`config.mk`:
```
export PLATFORM = sky130hd
export DESIGN_NAME = edge_recombination_crossover
export DESIGN_NICKNAME = d
export VERILOG_FILES = /design/src/hw/rtl/erc_pkg.sv /design/src/hw/rtl/erc_mod.sv /design/src/hw/rtl/erc_ctrl.sv /design/src/hw/rtl/erc_dp.sv /design/src/hw/rtl/edge_recombination_crossover.sv
export SDC_FILE = /design/constraint.sdc
export NUM_CORES = 1
export LEC_CHECK = 0
export ABC_AREA = 1
export BUFFER_PORTS_ARGS = -buffer_cell sky130_fd_sc_hd__buf_2
export CORE_MARGIN = 8
export CORE_UTILIZATION = 35
export DETAILED_ROUTE_END_ITERATION = 8
export GPL_ROUTABILITY_DRIVEN = 0
export PLACE_DENSITY = 0.57
export SLEW_MARGIN = 10
export SYNTH_ARGS = -nofsm -noshare
export SYNTH_HDL_FRONTEND = slang
export SYNTH_SLANG_ARGS = --single-unit
```
`constraint.sdc`:
```
create_clock -name clk -period 9.56 [get_ports clk]
set_clock_uncertainty 0.05 [all_clocks]
set_input_delay 1.912 -clock clk [delete_from_list [all_inputs] [get_ports clk]]
set_output_delay 1.912 -clock clk [all_outputs]
set_load 0.005 [all_outputs]
```
`src/hw/rtl/erc_pkg.sv`:
```
// ----------------------------------------------------------------------------
// erc_pkg
// Shared types and constants of the edge recombination crossover block.
// ----------------------------------------------------------------------------
package erc_pkg;

  localparam int GENE_W = 4;
  localparam int RAND_W = 16;
  localparam int RC_W   = 5;
  localparam logic [RC_W-1:0] RC_RESET = 5'd16;

  typedef struct packed {
    logic              action;
    logic [GENE_W-1:0] gene_a;
    logic [GENE_W-1:0] gene_b;
    logic [RAND_W-1:0] rand_value;
  } in_t;

  typedef struct packed {
    logic [GENE_W-1:0] child_gene;
    logic              last;
  } out_t;

  typedef struct packed {
    logic load;
    logic emit_begin;
    logic mod_start_n;
    logic scan;
    logic classify;
    logic mod_start_size;
    logic take_idx;
    logic take_child;
    logic sel_step;
    logic commit;
  } cmd_t;

  typedef struct packed {
    logic new_child;
    logic scan_done;
    logic fallback;
    logic mod_done;
    logic sel_done;
  } sts_t;

endpackage

```
`src/hw/rtl/erc_mod.sv`:
```
// ----------------------------------------------------------------------------
// erc_mod
// Restoring remainder unit: random word modulo a small count, one bit a cycle.
// ----------------------------------------------------------------------------
module erc_mod
  import erc_pkg::*;
#(
  parameter int NW = 5
) (
  input  logic              clk,
  input  logic              rst_n,
  input  logic              start,
  input  logic [RAND_W-1:0] dividend,
  input  logic [NW-1:0]     divisor,
  output logic              done,
  output logic [NW-1:0]     rem
);

  localparam int BW = $clog2(RAND_W);

  logic              busy_r, busy_nxt;
  logic              done_r, done_nxt;
  logic [BW-1:0]     bit_r, bit_nxt;
  logic [RAND_W-1:0] q_r, q_nxt;
  logic [NW-1:0]     div_r, div_nxt;
  logic [NW-1:0]     rem_r, rem_nxt;
  logic [NW:0]       trial;

  always_comb begin
    busy_nxt = busy_r;
    done_nxt = 1'b0;
    bit_nxt  = bit_r;
    q_nxt    = q_r;
    div_nxt  = div_r;
    rem_nxt  = rem_r;
    trial    = {rem_r, q_r[RAND_W-1]};
    if (start) begin
      busy_nxt = 1'b1;
      bit_nxt  = BW'(RAND_W - 1);
      q_nxt    = dividend;
      div_nxt  = divisor;
      rem_nxt  = '0;
    end else if (busy_r) begin
      if (trial >= {1'b0, div_r}) begin
        rem_nxt = NW'(trial - {1'b0, div_r});
      end else begin
        rem_nxt = NW'(trial);
      end
      q_nxt = q_r << 1;
      bit_nxt = bit_r - 1'b1;
      if (bit_r == '0) begin
        busy_nxt = 1'b0;
        done_nxt = 1'b1;
      end
    end
  end

  always_ff @(posedge clk) begin
    if (!rst_n) begin
      busy_r <= 1'b0;
      done_r <= 1'b0;
    end else begin
      busy_r <= busy_nxt;
      done_r <= done_nxt;
    end
    bit_r <= bit_nxt;
    q_r   <= q_nxt;
    div_r <= div_nxt;
    rem_r <= rem_nxt;
  end

  assign done = done_r;
  assign rem  = rem_r;

endmodule

```
`src/hw/rtl/erc_ctrl.sv`:
```
// ----------------------------------------------------------------------------
// erc_ctrl
// Sequencer for load and emit transfers of the crossover block.
// ----------------------------------------------------------------------------
module erc_ctrl
  import erc_pkg::*;
(
  input  logic clk,
  input  logic rst_n,
  input  logic start,
  input  logic action,
  input  sts_t sts,
  output cmd_t cmd,
  output logic busy
);

  localparam logic [2:0] S_IDLE   = 3'd0;
  localparam logic [2:0] S_SCAN   = 3'd1;
  localparam logic [2:0] S_CLASS  = 3'd2;
  localparam logic [2:0] S_MODS   = 3'd3;
  localparam logic [2:0] S_MODN   = 3'd4;
  localparam logic [2:0] S_SELECT = 3'd5;
  localparam logic [2:0] S_FINISH = 3'd6;

  logic [2:0] state_r, state_nxt;

  always_comb begin
    cmd       = '0;
    state_nxt = state_r;
    unique case (state_r)
      S_IDLE: begin
        if (start) begin
          if (!action) begin
            cmd.load = 1'b1;
          end else begin
            cmd.emit_begin = 1'b1;
            if (sts.new_child) begin
              cmd.mod_start_n = 1'b1;
              state_nxt = S_MODN;
            end else begin
              state_nxt = S_SCAN;
            end
          end
        end
      end
      S_SCAN: begin
        cmd.scan = 1'b1;
        if (sts.scan_done) state_nxt = S_CLASS;
      end
      S_CLASS: begin
        cmd.classify = 1'b1;
        if (sts.fallback) begin
          state_nxt = S_SELECT;
        end else begin
          cmd.mod_start_size = 1'b1;
          state_nxt = S_MODS;
        end
      end
      S_MODS: begin
        if (sts.mod_done) begin
          cmd.take_idx = 1'b1;
          state_nxt = S_SELECT;
        end
      end
      S_MODN: begin
        if (sts.mod_done) begin
          cmd.take_child = 1'b1;
          state_nxt = S_FINISH;
        end
      end
      S_SELECT: begin
        cmd.sel_step = 1'b1;
        if (sts.sel_done) state_nxt = S_FINISH;
      end
      S_FINISH: begin
        cmd.commit = 1'b1;
        state_nxt = S_IDLE;
      end
      default: state_nxt = S_IDLE;
    endcase
  end

  always_ff @(posedge clk) begin
    if (!rst_n) begin
      state_r <= S_IDLE;
    end else begin
      state_r <= state_nxt;
    end
  end

  assign busy = (state_r != S_IDLE);

`ifndef NO_ASSERTIONS
  a_mod_done_state: assert property (@(posedge clk) disable iff (!rst_n)
    sts.mod_done |-> (state_r == S_MODS || state_r == S_MODN))
    else $error("remainder done outside a wait state");
  a_new_child_skip: assert property (@(posedge clk) disable iff (!rst_n)
    (state_r == S_IDLE && start && action && sts.new_child) |=> state_r == S_MODN)
    else $error("new child did not go to the first-element path");
`endif

endmodule

```
`src/hw/rtl/erc_dp.sv`:
```
// ----------------------------------------------------------------------------
// erc_dp
// Parent stores, neighbour counting, candidate selection and result register.
// ----------------------------------------------------------------------------
module erc_dp
  import erc_pkg::*;
#(
  parameter int MAX_GENES = 16
) (
  input  logic            clk,
  input  logic            rst_n,
  input  in_t             in_data,
  input  logic            cfg_wr_en,
  input  logic [RC_W-1:0] cfg_wr_data,
  input  cmd_t            cmd,
  output sts_t            sts,
  output logic            out_valid,
  output out_t            out_data
);

  localparam int IW = (MAX_GENES > 1) ? $clog2(MAX_GENES) : 1;
  localparam int NW = $clog2(MAX_GENES + 1);
  localparam int SW = $clog2(MAX_GENES + 3);

  logic [GENE_W-1:0] mem_a [MAX_GENES];
  logic [GENE_W-1:0] mem_b [MAX_GENES];

  logic [RC_W-1:0]      rc_r;
  logic [NW-1:0]        n;
  logic [NW-1:0]        pos_r, pos_nxt, pos_w;
  logic [MAX_GENES-1:0] used_r, used_nxt;
  logic [GENE_W-1:0]    prev_r;
  logic [NW-1:0]        build_n_r;
  logic [NW-1:0]        k_r, k_cur;
  logic [RAND_W-1:0]    rnd_r;
  logic [SW-1:0]        s_r;
  logic                 rvld_r, rlast_r, issue;
  logic [1:0]           push_r;
  logic [IW-1:0]        rd_addr;
  logic [GENE_W-1:0]    ra_q, rb_q, w0a_r, w1a_r, w0b_r, w1b_r;
  logic [2:0]           cnt_r [MAX_GENES];
  logic [MAX_GENES-1:0] cand2, cand1, cand0, sel_vec_r;
  logic [NW-1:0]        size2, size1, idx_r, seen_r;
  logic [IW-1:0]        j_r, child_r;
  logic                 hit;
  logic                 mod_start, mod_done;
  logic [NW-1:0]        mod_div, mod_rem;
  logic [RAND_W-1:0]    mod_dvd;
  logic                 last_c;
  logic                 out_valid_r;
  out_t                 out_r;

  always_comb begin
    if (rc_r < RC_W'(2)) begin
      n = NW'(2);
    end else if (32'(rc_r) > MAX_GENES) begin
      n = NW'(MAX_GENES);
    end else begin
      n = NW'(rc_r);
    end
  end

  always_comb begin
    k_cur = '0;
    for (int j = 0; j < MAX_GENES; j++) begin
      if (j < 32'(n) && used_r[j]) k_cur = k_cur + 1'b1;
    end
  end

  assign sts.new_child = (k_cur == '0) || (k_cur >= n);

  always_comb begin
    pos_w = (pos_r >= n) ? '0 : pos_r;
    pos_nxt = pos_w + 1'b1;
    if (pos_nxt >= n) pos_nxt = '0;
  end

  always_ff @(posedge clk) begin
    if (cmd.load) begin
      mem_a[pos_w[IW-1:0]] <= in_data.gene_a;
      mem_b[pos_w[IW-1:0]] <= in_data.gene_b;
    end
    ra_q <= mem_a[rd_addr];
    rb_q <= mem_b[rd_addr];
  end

  assign issue = cmd.scan && (s_r < SW'(build_n_r) + SW'(2));

  always_comb begin
    if (s_r == '0) begin
      rd_addr = IW'(build_n_r - 1'b1);
    end else if (s_r <= SW'(build_n_r)) begin
      rd_addr = IW'(s_r - 1'b1);
    end else begin
      rd_addr = '0;
    end
  end

  assign sts.scan_done = rvld_r && rlast_r;

  always_ff @(posedge clk) begin
    if (cmd.emit_begin) begin
      s_r     <= '0;
      rvld_r  <= 1'b0;
      rlast_r <= 1'b0;
      push_r  <= '0;
      for (int j = 0; j < MAX_GENES; j++) cnt_r[j] <= '0;
    end else begin
      if (issue) s_r <= s_r + 1'b1;
      rvld_r  <= issue;
      rlast_r <= issue && (s_r == SW'(build_n_r) + SW'(1));
      if (rvld_r) begin
        w0a_r <= w1a_r;
        w1a_r <= ra_q;
        w0b_r <= w1b_r;
        w1b_r <= rb_q;
        if (push_r != 2'd2) push_r <= push_r + 1'b1;
        if (push_r == 2'd2) begin
          for (int j = 0; j < MAX_GENES; j++) begin
            logic [3:0] sum;
            sum = {1'b0, cnt_r[j]};
            if (32'(prev_r) < 32'(build_n_r) && j < 32'(build_n_r)) begin
              if (w1a_r == prev_r && 32'(w0a_r) == j) sum = sum + 1'b1;
              if (w1a_r == prev_r && 32'(ra_q) == j)  sum = sum + 1'b1;
              if (w1b_r == prev_r && 32'(w0b_r) == j) sum = sum + 1'b1;
              if (w1b_r == prev_r && 32'(rb_q) == j)  sum = sum + 1'b1;
            end
            cnt_r[j] <= (sum > 4'd7) ? 3'd7 : sum[2:0];
          end
        end
      end
    end
  end

  always_comb begin
    size2 = '0;
    size1 = '0;
    for (int j = 0; j < MAX_GENES; j++) begin
      cand0[j] = (j < 32'(n)) && !used_r[j];
      cand2[j] = cand0[j] && (cnt_r[j] == 3'd2);
      cand1[j] = cand0[j] && (cnt_r[j] == 3'd1);
      if (cand2[j]) size2 = size2 + 1'b1;
      if (cand1[j]) size1 = size1 + 1'b1;
    end
  end

  assign sts.fallback = (size2 == '0) && (size1 == '0);

  assign mod_start = cmd.mod_start_n || cmd.mod_start_size;
  assign mod_dvd   = cmd.mod_start_n ? in_data.rand_value : rnd_r;
  assign mod_div   = cmd.mod_start_n ? n : ((size2 != '0) ? size2 : size1);

  erc_mod #(
    .NW(NW)
  ) u_mod (
    .clk      (clk),
    .rst_n    (rst_n),
    .start    (mod_start),
    .dividend (mod_dvd),
    .divisor  (mod_div),
    .done     (mod_done),
    .rem      (mod_rem)
  );

  assign sts.mod_done = mod_done;

  assign hit = sel_vec_r[j_r] && (seen_r == idx_r);
  assign sts.sel_done = hit || (j_r == IW'(n - 1'b1));

  always_ff @(posedge clk) begin
    if (cmd.emit_begin) rnd_r <= in_data.rand_value;
    if (cmd.classify) begin
      sel_vec_r <= (size2 != '0) ? cand2 : ((size1 != '0) ? cand1 : cand0);
      idx_r     <= '0;
      j_r       <= '0;
      seen_r    <= '0;
    end
    if (cmd.take_idx) idx_r <= mod_rem;
    if (cmd.take_child) child_r <= IW'(mod_rem);
    if (cmd.sel_step) begin
      if (hit) begin
        child_r <= j_r;
      end else if (sts.sel_done) begin
        child_r <= '0;
      end
      if (sel_vec_r[j_r]) seen_r <= seen_r + 1'b1;
      j_r <= j_r + 1'b1;
    end
  end

  assign last_c = (NW'(k_r + 1'b1) == n);

  always_comb begin
    used_nxt = used_r;
    if (cmd.load) begin
      used_nxt = '0;
    end else if (cmd.emit_begin && sts.new_child) begin
      used_nxt = '0;
    end else if (cmd.commit) begin
      used_nxt = used_r | (MAX_GENES'(1) << child_r);
      if (last_c) used_nxt = '0;
    end
  end

  always_ff @(posedge clk) begin
    if (!rst_n) begin
      rc_r        <= RC_RESET;
      pos_r       <= '0;
      used_r      <= '0;
      prev_r      <= '0;
      out_valid_r <= 1'b0;
    end else begin
      if (cfg_wr_en) rc_r <= cfg_wr_data;
      if (cmd.load) pos_r <= pos_nxt;
      used_r <= used_nxt;
      if (cmd.commit) prev_r <= GENE_W'(child_r);
      out_valid_r <= cmd.commit;
    end
    if (cmd.emit_begin) begin
      k_r <= sts.new_child ? '0 : k_cur;
      if (sts.new_child) build_n_r <= n;
    end
    if (cmd.commit) begin
      out_r.child_gene <= GENE_W'(child_r);
      out_r.last       <= last_c;
    end
  end

  assign out_valid = out_valid_r;
  assign out_data  = out_r;

`ifndef NO_ASSERTIONS
  a_strobe_single: assert property (@(posedge clk) disable iff (!rst_n)
    out_valid_r |=> !out_valid_r)
    else $error("result strobe held for more than one cycle");
  a_last_clears: assert property (@(posedge clk) disable iff (!rst_n)
    (out_valid_r && out_r.last) |-> (used_r == '0))
    else $error("used mask not cleared after final element");
`endif

endmodule

```
`src/hw/rtl/edge_recombination_crossover.sv`:
```
// ----------------------------------------------------------------------------
// edge_recombination_crossover
// Edge recombination crossover of two parent permutations, one child element
// per emit transfer.
// ----------------------------------------------------------------------------
// A load transfer (action 0) is taken while the block stays idle and gives
// no result. An emit transfer (action 1) holds busy until its result: the
// first element of a child waits on the 16-step remainder unit; a later
// element waits on the scan of both parent stores through their single read
// port, on the shared remainder unit when an unused neighbour is left, and
// on the candidate scan. The result appears on out_data with out_valid high
// for one cycle; the receiver cannot stall it, so it must take every strobe.
module edge_recombination_crossover
  import erc_pkg::*;
#(
  parameter int MAX_GENES = 16
) (
  input  logic            clk,
  input  logic            rst_n,
  input  logic            start,
  output logic            busy,
  input  in_t             in_data,
  output logic            out_valid,
  output out_t            out_data,
  input  logic            cfg_wr_en,
  input  logic [RC_W-1:0] cfg_wr_data
);

  cmd_t cmd;
  sts_t sts;

  erc_ctrl u_ctrl (
    .clk    (clk),
    .rst_n  (rst_n),
    .start  (start),
    .action (in_data.action),
    .sts    (sts),
    .cmd    (cmd),
    .busy   (busy)
  );

  erc_dp #(
    .MAX_GENES(MAX_GENES)
  ) u_dp (
    .clk         (clk),
    .rst_n       (rst_n),
    .in_data     (in_data),
    .cfg_wr_en   (cfg_wr_en),
    .cfg_wr_data (cfg_wr_data),
    .cmd         (cmd),
    .sts         (sts),
    .out_valid   (out_valid),
    .out_data    (out_data)
  );

endmodule
```
# Word-level counts from Yosys, hierarchy flattened
# Memories as Yosys holds them, arrays and structs flattened. A register that Yosys moved wholly into a read port is not among the register bits.
# Cells that the tools add are included.
# Widths: inputs -> output; s select.
# word_totals
output_inout_bits,7
ram_bits,176
n_memories,3
input_bits,34
regBits,156
wordCells,999
# classes
n_shift,1
n_addsub,122
bitwise,20
mux,462
reduce_logical,191
n_lt_le_gt_ge,58
n_eq_ne,112
# mem_list
memory,words,word_bits,rd,rd_ports_with_merged_regs,wr,line_no,text
u_dp.mem_a,16,4,1,1,1,erc_dp.sv:25,logic [GENE_W-1:0] mem_a [MAX_GENES];
u_dp.mem_b,16,4,1,1,1,erc_dp.sv:26,logic [GENE_W-1:0] mem_b [MAX_GENES];
u_dp.cnt_r,16,3,16,0,16,erc_dp.sv:41,logic [2:0] cnt_r [MAX_GENES];
# op_table
cell,count
$mux 4,328
$mux 5,57
$add 5x1->5 const B,47
$add 4x1->4 const B,49
$logic_and 1x1->1,150
$eq 4x4->1 const B,32
$mux 3,42
$mux 16,6
$lt 4x5->1 const A,16
$add 3x1->4 const B,16
$eq 4x3->1 const B,16
$gt 4x3->1 const B,16
$eq 3x2->1 const B,18
$eq 3x1->1 const B,17
$lt 3x5->1 const A,8
$eq 4x2->1 const B,8
$mux 1,25
$logic_not 4->1,5
$logic_not 5->1,4
$lt 1x5->1 const A,4
$lt 2x5->1 const A,4
$pmux 3 s6,1
$eq 4x1->1 const B,4
$logic_not 1->1,16
other kinds (33),77

# Depth between registers and ports, before layout
# Gate-level depths: netlist of run 1.
# logic_depth
word_depth,64
ltp_mapped,69
ltp_nobuf,67

# Hierarchy
# From an unflattened synthesis of run 1, not the netlist that was laid out.
# hier_totals
cells_unflattened,3896
area_unflattened_um2,27306.2
# by_module_without_submodules
mod,instances,cells_each,seq_area_each_um2,area_per_inst_um2
erc_dp,1,3656,8588.2,25421.9
erc_mod,1,182,850.8,1546.5
erc_ctrl,1,58,60.1,337.8

# Worst setup path after synthesis of run 1
# No wires, ideal clock.
# synth_path
path_kind,reg2reg
startpoint,register u_dp.rc_r[4]
endpoint,"register u_dp.u_mod.q_r[0], enable pin"
period_less_slack_ns,9.647
arrival_time_ns,9.233
stages_incl_launch_ff,64
setup_time_ns,0.363
path_buffers,2
slack_ns,-0.087
required_time_ns,9.147
cell_sequence,dfxtp_1 buf_6 nor2_8 nand2_4 clkinv_2 nand2_4 nand2_4 nand2_2 nand2_2 inv_1 ha_1 or2_2 nand2_1 inv_1 ha_1 nand2_1 o21ai_0 ha_1 (+28 left out) inv_1 ha_1 or2_2 a21boi_0 ha_1 a21oi_1 nor2_1 o21ai_0 nand2_1 a21oi_1 nand3_1 nand2_2 nor2_4 inv_6 nand2_8 inv_6 buf_8 nand2_1
# synth_via
elab_chain_len,44
elab_cells_between_ends,191
classes_between,add/sub: 45; order compare: 19; mux: 56; reduce/logical: 71
# synth_lines
item,line_no,text
start: declaration,erc_dp.sv:28,logic [RC_W-1:0] rc_r;
start signal: assignment,erc_dp.sv:213,if (cfg_wr_en) rc_r <= cfg_wr_data;
$gt 5x5->1,erc_dp.sv:56,end else if (32'(rc_r) > MAX_GENES) begin
$mux 5,erc_dp.sv:56,
$mux 5 *,erc_dp.sv:54,if (rc_r < RC_W'(2)) begin
$lt 1x5->1,erc_dp.sv:66,if (j < 32'(n) && used_r[j]) k_cur = k_cur + 1'b1;
$logic_and 1x1->1,erc_dp.sv:66,
$mux 1,erc_dp.sv:66,
$add 1x1->2,erc_dp.sv:66,
$mux 5,erc_dp.sv:66,
(+28 left out),-,
named net u_dp.k_cur[1],erc_dp.sv:34,"logic [NW-1:0] k_r, k_cur;"
$ge 5x5->1 / $logic_not 5->1 (equally long branches),erc_dp.sv:70,assign sts.new_child = (k_cur == '0) || (k_cur >= n);
$logic_or 1x1->1 *,erc_dp.sv:70,
$mux 1 *,erc_ctrl.sv:37,if (sts.new_child) begin
$mux 2 *,erc_ctrl.sv:33,if (!action) begin
$mux 3 *,erc_ctrl.sv:32,if (start) begin
$mux 3 *,erc_ctrl.sv:30,unique case (state_r)
$logic_or 1x1->1 *,erc_dp.sv:149,assign mod_start = cmd.mod_start_n || cmd.mod_start_size;
$reduce_bool 2->1 (no source line) *,-,
end signal: assignment,erc_mod.sv:67,q_r <= q_nxt;
end: declaration,erc_mod.sv:24,"logic [RAND_W-1:0] q_r, q_nxt;"
# The timed path passes the listed nets; every way through them passes the cells marked *.
# A chain may end at the register's enable or synchronous reset.

==> results.py, run 1 <==
metrics = {
    "yosys": {
        "ys_seq_area_share_pct": 34.9,
        "synth-seq-cells": 340,
        "synth.most_common_cell": "nand2_1",
        "synth_area_leader_cell": "edfxtp_1",
        "synth_area_um2": 27200,
        "async_flop_share_pct": 0,
        "yosysUniqueCellTypes": 68,
        "ys.flop_type": "edfxtp_1",
        "syn_nets": 4056,
        "synth_edf_count": 269,
        "syn_avg_cell_area_um2": 7.11,
        "synth_top_cell_area_share_pct": 29.7,
        "synth.area.top_cells": "edfxtp_1 (30%), nand2_1 (14%), inv_1 (10%)",
        "yosys-top-cells-count": "nand2_1 (991), inv_1 (731), nor2_1 (332)",
        "synth_cells": 3828,
        "yosysWarnings": 0,
    },
    "global_route": {
        "grt_max_degree": 85,
        "grt_usage_pct": 16.5,
        "first_global_vias": 22100,
        "antenna_found_initial": 0,
        "grt_overflow": 0,
        "grt_pass1_wl_um": 117000,
    },
    "power": {
        "power_switching_w": 0.00295,
        "p_total_w": 0.00702,
        "ir_worst_vdd_v": 0.000149,
        "internal_power_w": 0.00407,
        "seq_power_share_pct": 30.0,
        "pwr-share-clk_pct": 24.1,
        "combPwrFrac_pct": 46.0,
        "swShare_pct": 42.1,
        "p_leak_nw": 14.9,
        "pwr_density_cell_nw_per_um2": 223,
    },
    "timing": {
        "maxSlewViolCount": 0,
        "worst_slew_pin_slew_ns": 1.20,
        "fmaxAchievable_mhz": 111,
        "setup_viol": 0,
        "finalHoldViolations": 0,
        "hold_slack_ns": 0.417,
        "slew_headroom_pct": 20.0,
        "fin_tns_setup_ns": 0,
        "period_needed_ns": 9.02,
        "fin_crit_sh_pct": 94.3,
    },
    "floorplan": {
        "die_area_um2": 86900,
        "initial_core_util_pct": 35.2,
        "ios": 41,
        "rows": 102,
        "dieHeight_um": 295,
        "fp.dieW_um": 295,
        "core_um2": 77200,
    },
    "worst_setup_path": {
        "crit_slowest_cell": "edfxtp_1",
        "cp.arrival_ns": 9.32,
        "r2r_setup_slack_ns": 0.54,
        "crit_path_frequent_cell": "nand2_1",
        "end_kind": "flop",
        "critPathLaunchType": "flop",
        "critical_path.max_fanout": 8,
        "slowest_delay_ns": 0.40,
        "critical_path_class": "flop to flop",
        "worstPathRequired_ns": 9.86,
    },
    "clock_tree": {
        "cts.htree.levels": 2,
        "clockBufferDepth": 3,
        "cts_root_buf": "clkbuf_16",
        "cts_tree": "built",
        "cts.sinks": 340,
        "cts_buffers": 43,
        "clk_latency_ns": 0.59,
        "clk_pin_slew_ns": 0.06,
    },
    "route": {
        "num_vias": 24100,
        "dr.pass1.iters": 5,
        "postRouteAntennaNets": 0,
        "drt-wirelength-per-cell_um": 14.5,
        "drt_iter0_drc": 1583,
        "wirelength_um": 73600,
        "drc": 0,
        "drt-vias-per-instance": 4.76,
    },
    "finish": {
        "final_layout_size_suffix_gt1_share_pct": 12.0,
        "ff_latch_area_um2": 9520,
        "n_antenna_cell": 0,
        "fill_cells": 7997,
        "area_growth_pct": 15.7,
        "multiInputGateArea_um2": 15100,
        "nNetsFinal": 4218,
    },
    "flow_run": {
        "cap_violations": 0,
    },
    "worst_hold_path": {
        "hold_path_class": "flop to flop",
    },
    "placed_design": {
        "io_buffers": 40,
        "place_hpwl_um": 56300,
    },
    "run_status": {
        "status": "finished, final reports clean",
    },
}
## cells by family (layout without fill, tap and decap cells)
logic type | Yosys count | count (layout) | synth area share, %
muxes | 2 | 2 | 0.0782
xor gates and xnor gates | 128 | 128 | 4.15
AOI/OAI and AO/OA | 519 | 519 | 10.9
DFF | 340 | 340 | 34.9
adders and majority gates | 194 | 194 | 8.95
buffers and inverters | 801 | 997 | 11.4
and+or+nand+nor | 1844 | 1845 | 29.6
## metal layers
layer | share of wire, % | GRT usage [%] | vias up
li1 | - | - | 12700
met1 | 48 | 22.6 | 11000
met2 | 46 | 27.7 | 367
met3 | 3.8 | 1.93 | 78
met4 | 2.0 | 3.47 | 0
met5 | 0 | 0 | -
## repair_timing
action                                 4_1_cts  5_1_grt
gates cloned                                 0        2
endpoints found under the hold margin        0        0
setup buffers                                7       17
setup endpoints to repair                   80       98
pin swaps                                    3       59
hold buffers                                 0        0
gates resized for setup                     13      107
## final cells by class
cell class | instances | area share, %
multi-input cells | 2688 | 47.9
clock buffers | 61 | 3.86
flip-flops and latches | 340 | 30.2
well taps | 1040 | 4.13
repair buffers | 170 | 4.09
inverters | 747 | 8.98
clock inverters | 19 | 0.831
## worst paths after layout
| kind | start | end | depth (start not counted) |
|---|---|---|---|
| min reg2reg | u_dp.w1b_r[2] | u_dp.w0b_r[2] | 0 |
| max reg2reg | u_dp.cnt_r[0][4] | u_dp.u_mod.q_r[7] | 62 |
| min | u_dp.w1b_r[2] | u_dp.w0b_r[2] | 0 |
| max | u_dp.cnt_r[0][4] | u_dp.u_mod.q_r[7] | 62 |
## per-stage QoR
| step | cell area (um^2) | util [%] | std cells | setup WS, ns |
|---|---|---|---|---|
| floorplan | 27200 | - | 3828 | 0.0784 |
| global placement | 29300 | 38.0 | 4959 | -0.0602 |
| detailed placement | 29300 | 38.0 | 4959 | -0.235 |
| CTS | 30900 | 40.0 | 5046 | 0.00432 |
| global route | 31500 | 40.8 | 5065 | -0.0689 |
| finish | 31500 | 40.8 | 5065 | 0.543 |
## registers in the layout (all words and copies together), names as in the netlist, 16 cells and up
name	count
u_dp.cnt_r	48
u_dp.mem_a	64
u_dp.mem_b	64
u_dp.rnd_r	16
u_dp.sel_vec_r	16
u_dp.u_mod.q_r	16
u_dp.used_r	16
## cell usage in the layout, fill, tap and decap left out, types with 90 or more instances in the layout
master	count
a21oi_1	145
buf_4	120
edfxtp_1	269
ha_1	178
inv_1	723
nand2_1	968
nand2_2	90
nand3_1	261
nor2_1	330
o21ai_0	206
## power groups by stage
stage	combinational [W]	clock [W]	sequential [W]
after floorplan	0.00219	0	0.00205
after global routing	0.00367	0.00178	0.00213
after CTS	0.00313	0.00172	0.00210
after detailed placement	0.00309	0	0.00213
final	0.00323	0.00169	0.00210
after global placement	0.00306	0	0.00213
## critical path: cells and delay by family (launching register included)
kind | cells | cell delay, ns
buf+inv | 10 | 0.85
compound gates | 4 | 0.39
fa+ha+maj | 15 | 3.80
flops | 1 | 0.40
simple gates | 33 | 3.34
Note: power is estimated with default switching activity, not from simulation.
==> inputs of run 2 (changes only) <==
--- a/config.mk
+++ b/config.mk
@@ -12,6 +12,7 @@
 export DETAILED_ROUTE_END_ITERATION = 8
 export GPL_ROUTABILITY_DRIVEN = 0
 export PLACE_DENSITY = 0.57
+export REMOVE_ABC_BUFFERS = 1
 export SLEW_MARGIN = 10
 export SYNTH_ARGS = -nofsm -noshare
 export SYNTH_HDL_FRONTEND = slang
==> run 2 against run 1 <==
Combinational power up 3%. Final area up 1.5%. Final cell count up 0.55%. Sequential power about the same. Total power up 1.2%. Sequential share of layout area down 0.45 points. Hold slack better by 0.0023 ns. Wire length up 2.0%. First-iteration DRC count down 9.3%. Critical endpoint is now u_dp.u_mod.q_r[2]. Largest power group unchanged.
==> results.py, run 2 (same netlist as run 1, synthesis figures left out) <==
metrics = {
    "clock_tree": {
        "cts.htree.levels": 2,
        "clk_pin_slew_ns": 0.06,
        "clk_latency_ns": 0.58,
        "cts_buffers": 40,
        "clockBufferDepth": 3,
        "cts_hold_buf": 0,
        "cts.sinks": 340,
        "cts_root_buf": "clkbuf_16",
        "cts_tree": "built",
    },
    "finish": {
        "nNetsFinal": 4249,
        "final_common_cell": "nand2_1",
        "final_cell_mix": "nand2_1 (940), inv_1 (718), nor2_1 (329)",
        "area_growth_pct": 17.4,
        "final_layout_size_suffix_gt1_share_pct": 13.8,
        "ff_latch_area_um2": 9510,
        "fill_cells": 7928,
        "n_antenna_cell": 0,
        "instances_no_fill": 5093,
        "multiInputGateArea_um2": 15300,
    },
    "global_route": {
        "first_global_vias": 22800,
        "grt_max_degree": 107,
        "grt_usage_pct": 16.8,
        "grt_overflow": 0,
        "antenna_found_initial": 0,
        "grt_pass1_wl_um": 119000,
    },
    "worst_setup_path": {
        "r2r_setup_slack_ns": 0.45,
        "critical_path_class": "flop to flop",
        "crit_slowest_cell": "dfxtp_4",
        "crit_path_frequent_cell": "buf_4",
        "critical_path.max_fanout": 6,
        "reg2reg_depth": 76,
        "cp.arrival_ns": 9.40,
        "worstPathRequired_ns": 9.84,
        "critPathLaunchType": "flop",
        "slowest_delay_ns": 0.36,
        "end_kind": "flop",
        "r2r_start": "u_dp.rc_r[2]",
        "rr_endpoint": "u_dp.u_mod.q_r[2]",
    },
    "floorplan": {
        "dieHeight_um": 295,
        "ios": 41,
        "die_area_um2": 86900,
        "fp.dieW_um": 295,
        "core_um2": 77200,
        "rows": 102,
        "initial_core_util_pct": 35.2,
    },
    "power": {
        "combPwrFrac_pct": 47.0,
        "pwr_density_cell_nw_per_um2": 222,
        "power_switching_w": 0.00301,
        "internal_power_w": 0.00410,
        "swShare_pct": 42.3,
        "pwr-share-clk_pct": 23.5,
        "ir_worst_vdd_v": 0.000205,
        "seq_power_share_pct": 29.5,
        "p_leak_nw": 15.2,
    },
    "placed_design": {
        "place_hpwl_um": 56800,
        "place_ws_ns": -0.204,
        "dp.cells": 4967,
        "io_buffers": 40,
    },
    "timing": {
        "period_needed_ns": 9.11,
        "finalHoldViolations": 0,
        "worst_slack_ns": 0.445,
        "fmaxAchievable_mhz": 110,
        "slew_headroom_pct": 19.3,
        "setup_viol": 0,
        "worst_slew_pin_slew_ns": 1.21,
        "fin_crit_sh_pct": 95.3,
        "maxSlewViolCount": 0,
    },
    "flow_run": {
        "cap_violations": 0,
    },
    "worst_hold_path": {
        "min_from": "u_dp.w1b_r[0]",
        "hold_path_class": "flop to flop",
        "holdPathEnd": "u_dp.w0b_r[0]",
        "holdPathStages": 0,
    },
    "route": {
        "drc": 0,
        "postRouteAntennaNets": 0,
        "drt-wirelength-per-cell_um": 14.7,
        "dr.pass1.iters": 6,
        "drt_iter0_drc": 1435,
        "drt-vias-per-instance": 4.77,
        "wirelength_um": 75000,
        "num_vias": 24300,
    },
    "run_status": {
        "status": "finished, final reports clean",
    },
}
## run 2: cell count changes in the layout (fill, tap and decap cells not counted), sizes merged
cell,previous run,this run
buf,169,201
clkinvlp,5,1
inv,746,745
bufinv,4,6
clkinv,11,17
clkbuf,62,55
## run 2: layout make-up
cell class              instances  area share (%)
multi-input cells            2688            47.9
flip-flops and latches        340            29.8
inverters                     747            8.84
well taps                    1040            4.07
clock buffers                  52            3.53
clock inverters                22           0.936
repair buffers                204            4.95
## run 2: per-stage QoR
stage | power [W] | utilization [%] | hold slack, ns | TNS [ns] | area, um^2
finish | 0.00710 | 41.4 | 0.420 | 0 | 31900
global route | 0.00765 | 41.4 | 0.435 | -4.23 | 31900
CTS | 0.00694 | 40.2 | 0.424 | 0 | 31000
detailed placement | 0.00524 | 38.0 | 0.409 | -9.25 | 29300
global placement | 0.00520 | 38.0 | 0.405 | -0.551 | 29300
floorplan | 0.00416 | - | 0.392 | -12.67 | 26900
## run 2: timing repair
item / in CTS / in global routing
setup endpoints to repair: 75 / 98
buffers inserted: 24 / 25
pin swaps: 6 / 71
resized for setup: 18 / 170
cloned: 0 / 4
## run 2: how the worst max path moves through the flow
| stage | cells after the start | startpoint | endpoint | slack (ns) |
|---|---|---|---|---|
| floorplan | 60 | u_dp.rc_r[4] | u_dp.u_mod.q_r[0] | -0.59 |
| global placement | 62 | u_dp.rc_r[4] | u_dp.u_mod.q_r[4] | -0.03 |
| detailed placement | 62 | u_dp.rc_r[4] | u_dp.u_mod.q_r[2] | -0.20 |
| CTS | 60 | u_dp.cnt_r[0][4] | u_dp.u_mod.q_r[1] | 0.003 |
| global route | 63 | u_dp.rc_r[2] | u_dp.u_mod.bit_r[1] | -0.14 |
| finish | 76 | u_dp.rc_r[2] | u_dp.u_mod.q_r[2] | 0.45 |
## run 2: power by group through the flow
stage	Clock, W	Sequential [W]	Combinational [W]
final	0.00167	0.00210	0.00334
after global routing	0.00176	0.00212	0.00377
after CTS	0.00170	0.00209	0.00314
after detailed placement	0	0.00212	0.00311
after global placement	0	0.00213	0.00308
after floorplan	0	0.00206	0.00211
## run 2: metal layers
metal | routed length [um] | part of all wire (%) | global-route usage [%] | up-vias
li1 | - | - | - | 12800
met1 | 36100 | 48 | 23.2 | 11100
met2 | 34500 | 46 | 28.0 | 391
met3 | 2630 | 3.5 | 1.99 | 83
met4 | 1710 | 2.3 | 4.08 | 0
met5 | 0 | 0 | 0 | -
## run 2: critical path: cells and delay by family (launching register included)
kind / cells / cell delay [ns]
and+or+nand+nor: 36 / 3.32
xor gates and xnor gates: 1 / 0.14
buffers and inverters: 29 / 3.27
DFF: 1 / 0.36
adders and majority gates: 5 / 1.33
AOI/OAI and AO/OA: 5 / 0.39
==> inputs of run 3 (changes only) <==
--- a/config.mk
+++ b/config.mk
@@ -7,10 +7,13 @@
 export LEC_CHECK = 0
 export ABC_AREA = 1
 export BUFFER_PORTS_ARGS = -buffer_cell sky130_fd_sc_hd__buf_2
+export CAP_MARGIN = 20
 export CORE_MARGIN = 8
 export CORE_UTILIZATION = 35
+export CTS_CLUSTER_SIZE = 24
 export DETAILED_ROUTE_END_ITERATION = 8
 export GPL_ROUTABILITY_DRIVEN = 0
+export MAX_ROUTING_LAYER = met4
 export PLACE_DENSITY = 0.57
 export REMOVE_ABC_BUFFERS = 1
 export SLEW_MARGIN = 10
==> run 3 against run 2 <==
Final area decreased by 2.1%. Total power fell by 3.0%. Critical path depth down 13. Critical endpoint is now u_dp.u_mod.q_r[3]. Via count fell by 0.80%. Critical path type unchanged. Flip-flop and latch count stayed put. Worst setup slack gained 0.029 ns. Global-route usage is 0.31 points higher. Clock power fell by 9.6%. Register-to-register slack improved by 0.03 ns. Non-clock buffer count fell by 32. Sequential power about the same.
==> results.py, run 3 (same netlist as run 1, synthesis figures left out) <==
metrics = {
    "run_status": {
        "status": "finished, final reports clean",
    },
    "finish": {
        "area_growth_pct": 14.9,
        "postLayoutCoreUtil_pct": 40.5,
        "n_antenna_cell": 0,
        "nNetsFinal": 4217,
        "ff_latch_area_um2": 9510,
        "final_cell_mix": "nand2_1 (970), inv_1 (723), nor2_1 (329)",
        "multiInputGateArea_um2": 15000,
        "fill_cells": 8047,
        "final_layout_size_suffix_gt1_share_pct": 11.8,
        "instances_no_fill": 5060,
        "final_common_cell": "nand2_1",
    },
    "route": {
        "drt_iter0_drc": 1407,
        "num_vias": 24100,
        "drt-wirelength-per-cell_um": 14.6,
        "postRouteAntennaNets": 0,
        "wirelength_um": 73700,
        "drt-vias-per-instance": 4.76,
        "dr.pass1.iters": 6,
        "drc": 0,
    },
    "worst_setup_path": {
        "critical_path.max_fanout": 7,
        "crit_path_frequent_cell": "ha_1",
        "slowest_delay_ns": 0.33,
        "crit_slowest_cell": "dfxtp_2",
        "worstPathRequired_ns": 9.83,
        "end_kind": "flop",
        "cp.arrival_ns": 9.35,
        "critPathLaunchType": "flop",
        "critical_path_class": "flop to flop",
    },
    "global_route": {
        "grt_pass1_wl_um": 118000,
        "antenna_found_initial": 0,
        "gr-usage-met2_pct": 27.6,
        "grt_overflow": 0,
        "first_global_vias": 22600,
        "use_met1_pct": 23.0,
        "grt_usage_pct": 17.1,
        "gr-max-usage-layer": "met2",
        "grt_use_met3_pct": 1.59,
        "grt_max_degree": 107,
    },
    "flow_run": {
        "cap_violations": 0,
    },
    "power": {
        "p_total_w": 0.00689,
        "ir_worst_vdd_v": 0.000305,
        "pwr_density_cell_nw_per_um2": 220,
        "p_leak_nw": 14.9,
    },
    "floorplan": {
        "dieHeight_um": 295,
        "ios": 41,
        "fp.dieW_um": 295,
        "initial_core_util_pct": 35.2,
        "core_um2": 77200,
        "rows": 102,
        "die_area_um2": 86900,
    },
    "clock_tree": {
        "cts_buffers": 40,
        "clk_latency_ns": 0.56,
        "cts_root_buf": "clkbuf_16",
        "cts_tree": "built",
        "clk_pin_slew_ns": 0.06,
        "clockBufferDepth": 3,
        "cts_hold_buf": 0,
        "cts.sinks": 340,
        "cts.htree.levels": 2,
    },
    "timing": {
        "maxSlewViolCount": 0,
        "period_needed_ns": 9.09,
        "finalHoldViolations": 0,
        "slew_headroom_pct": 28.3,
        "setup_viol": 0,
        "worst_slack_ns": 0.475,
        "worst_slew_pin_slew_ns": 1.08,
        "hold_slack_ns": 0.423,
        "fin_crit_sh_pct": 95.0,
        "fmaxAchievable_mhz": 110,
    },
    "placed_design": {
        "dp.cells": 4968,
        "place_ws_ns": -0.231,
        "place_hpwl_um": 56900,
        "io_buffers": 40,
    },
    "worst_hold_path": {
        "hold_path_class": "flop to flop",
    },
}
## run 3: cell types whose count changed in the layout (fill, tap and decap cells not counted), sizes merged
cell      previous run  this run
buf                201       170
bufinv               6         3
clkbuf              55        53
clkinv              17        19
clkinvlp             1         4
inv                745       743
## run 3: layout make-up
cell class	count	share of cell area (%)
repair buffers	172	4.20
flip-flops and latches	340	30.4
well taps	1040	4.16
clock buffers	51	3.43
inverters	747	9.02
multi-input cells	2688	48.1
clock inverters	22	0.668
## run 3: stage by stage
| stage | setup TNS, ns | area [um^2] |
|---|---|---|
| final | 0 | 31300 |
| after global placement | -0.551 | 29300 |
| after detailed placement | -11.12 | 29400 |
| after global routing | -2.48 | 31300 |
| after CTS | 0 | 30700 |
| after floorplan | -12.67 | 26900 |
## run 3: final timing paths
kind	cells after the start	end	from	slack (ns)
min	0	u_dp.w0b_r[0]	u_dp.w1b_r[0]	0.42
min reg2reg	0	u_dp.w0b_r[0]	u_dp.w1b_r[0]	0.42
max	63	u_dp.u_mod.q_r[3]	u_dp.rc_r[1]	0.47
max reg2reg	63	u_dp.u_mod.q_r[3]	u_dp.rc_r[1]	0.47
## run 3: what timing repair did
action	4_1_cts	5_1_grt
setup endpoints to repair	74	98
buffers inserted	2	14
gates cloned	0	3
pin swaps	8	47
resized for setup	16	99
## run 3: power breakdown
group	internal [W]	switching, W	leakage [nW]	total [W]
sequential	0.00190	0.000197	3.06	0.00210
combinational	0.00116	0.00212	11.2	0.00328
clock	0.000881	0.000630	0.619	0.00151
## run 3: critical path, delay by kind of cell, from the launching register on
family	cells	cell delay, ns
and+or+nand+nor	32	3.66
buffers and inverters	8	0.64
AOI/OAI and AO/OA	12	1.22
xor gates and xnor gates	1	0.14
DFF	1	0.33
adders and majority gates	10	2.79
## run 3: routing by layer
layer  wire, um  share of wire [%]
met2      33500                 45
met5          0                  0
met3       2880                3.9
met1      35300                 48
met4       1970                2.7
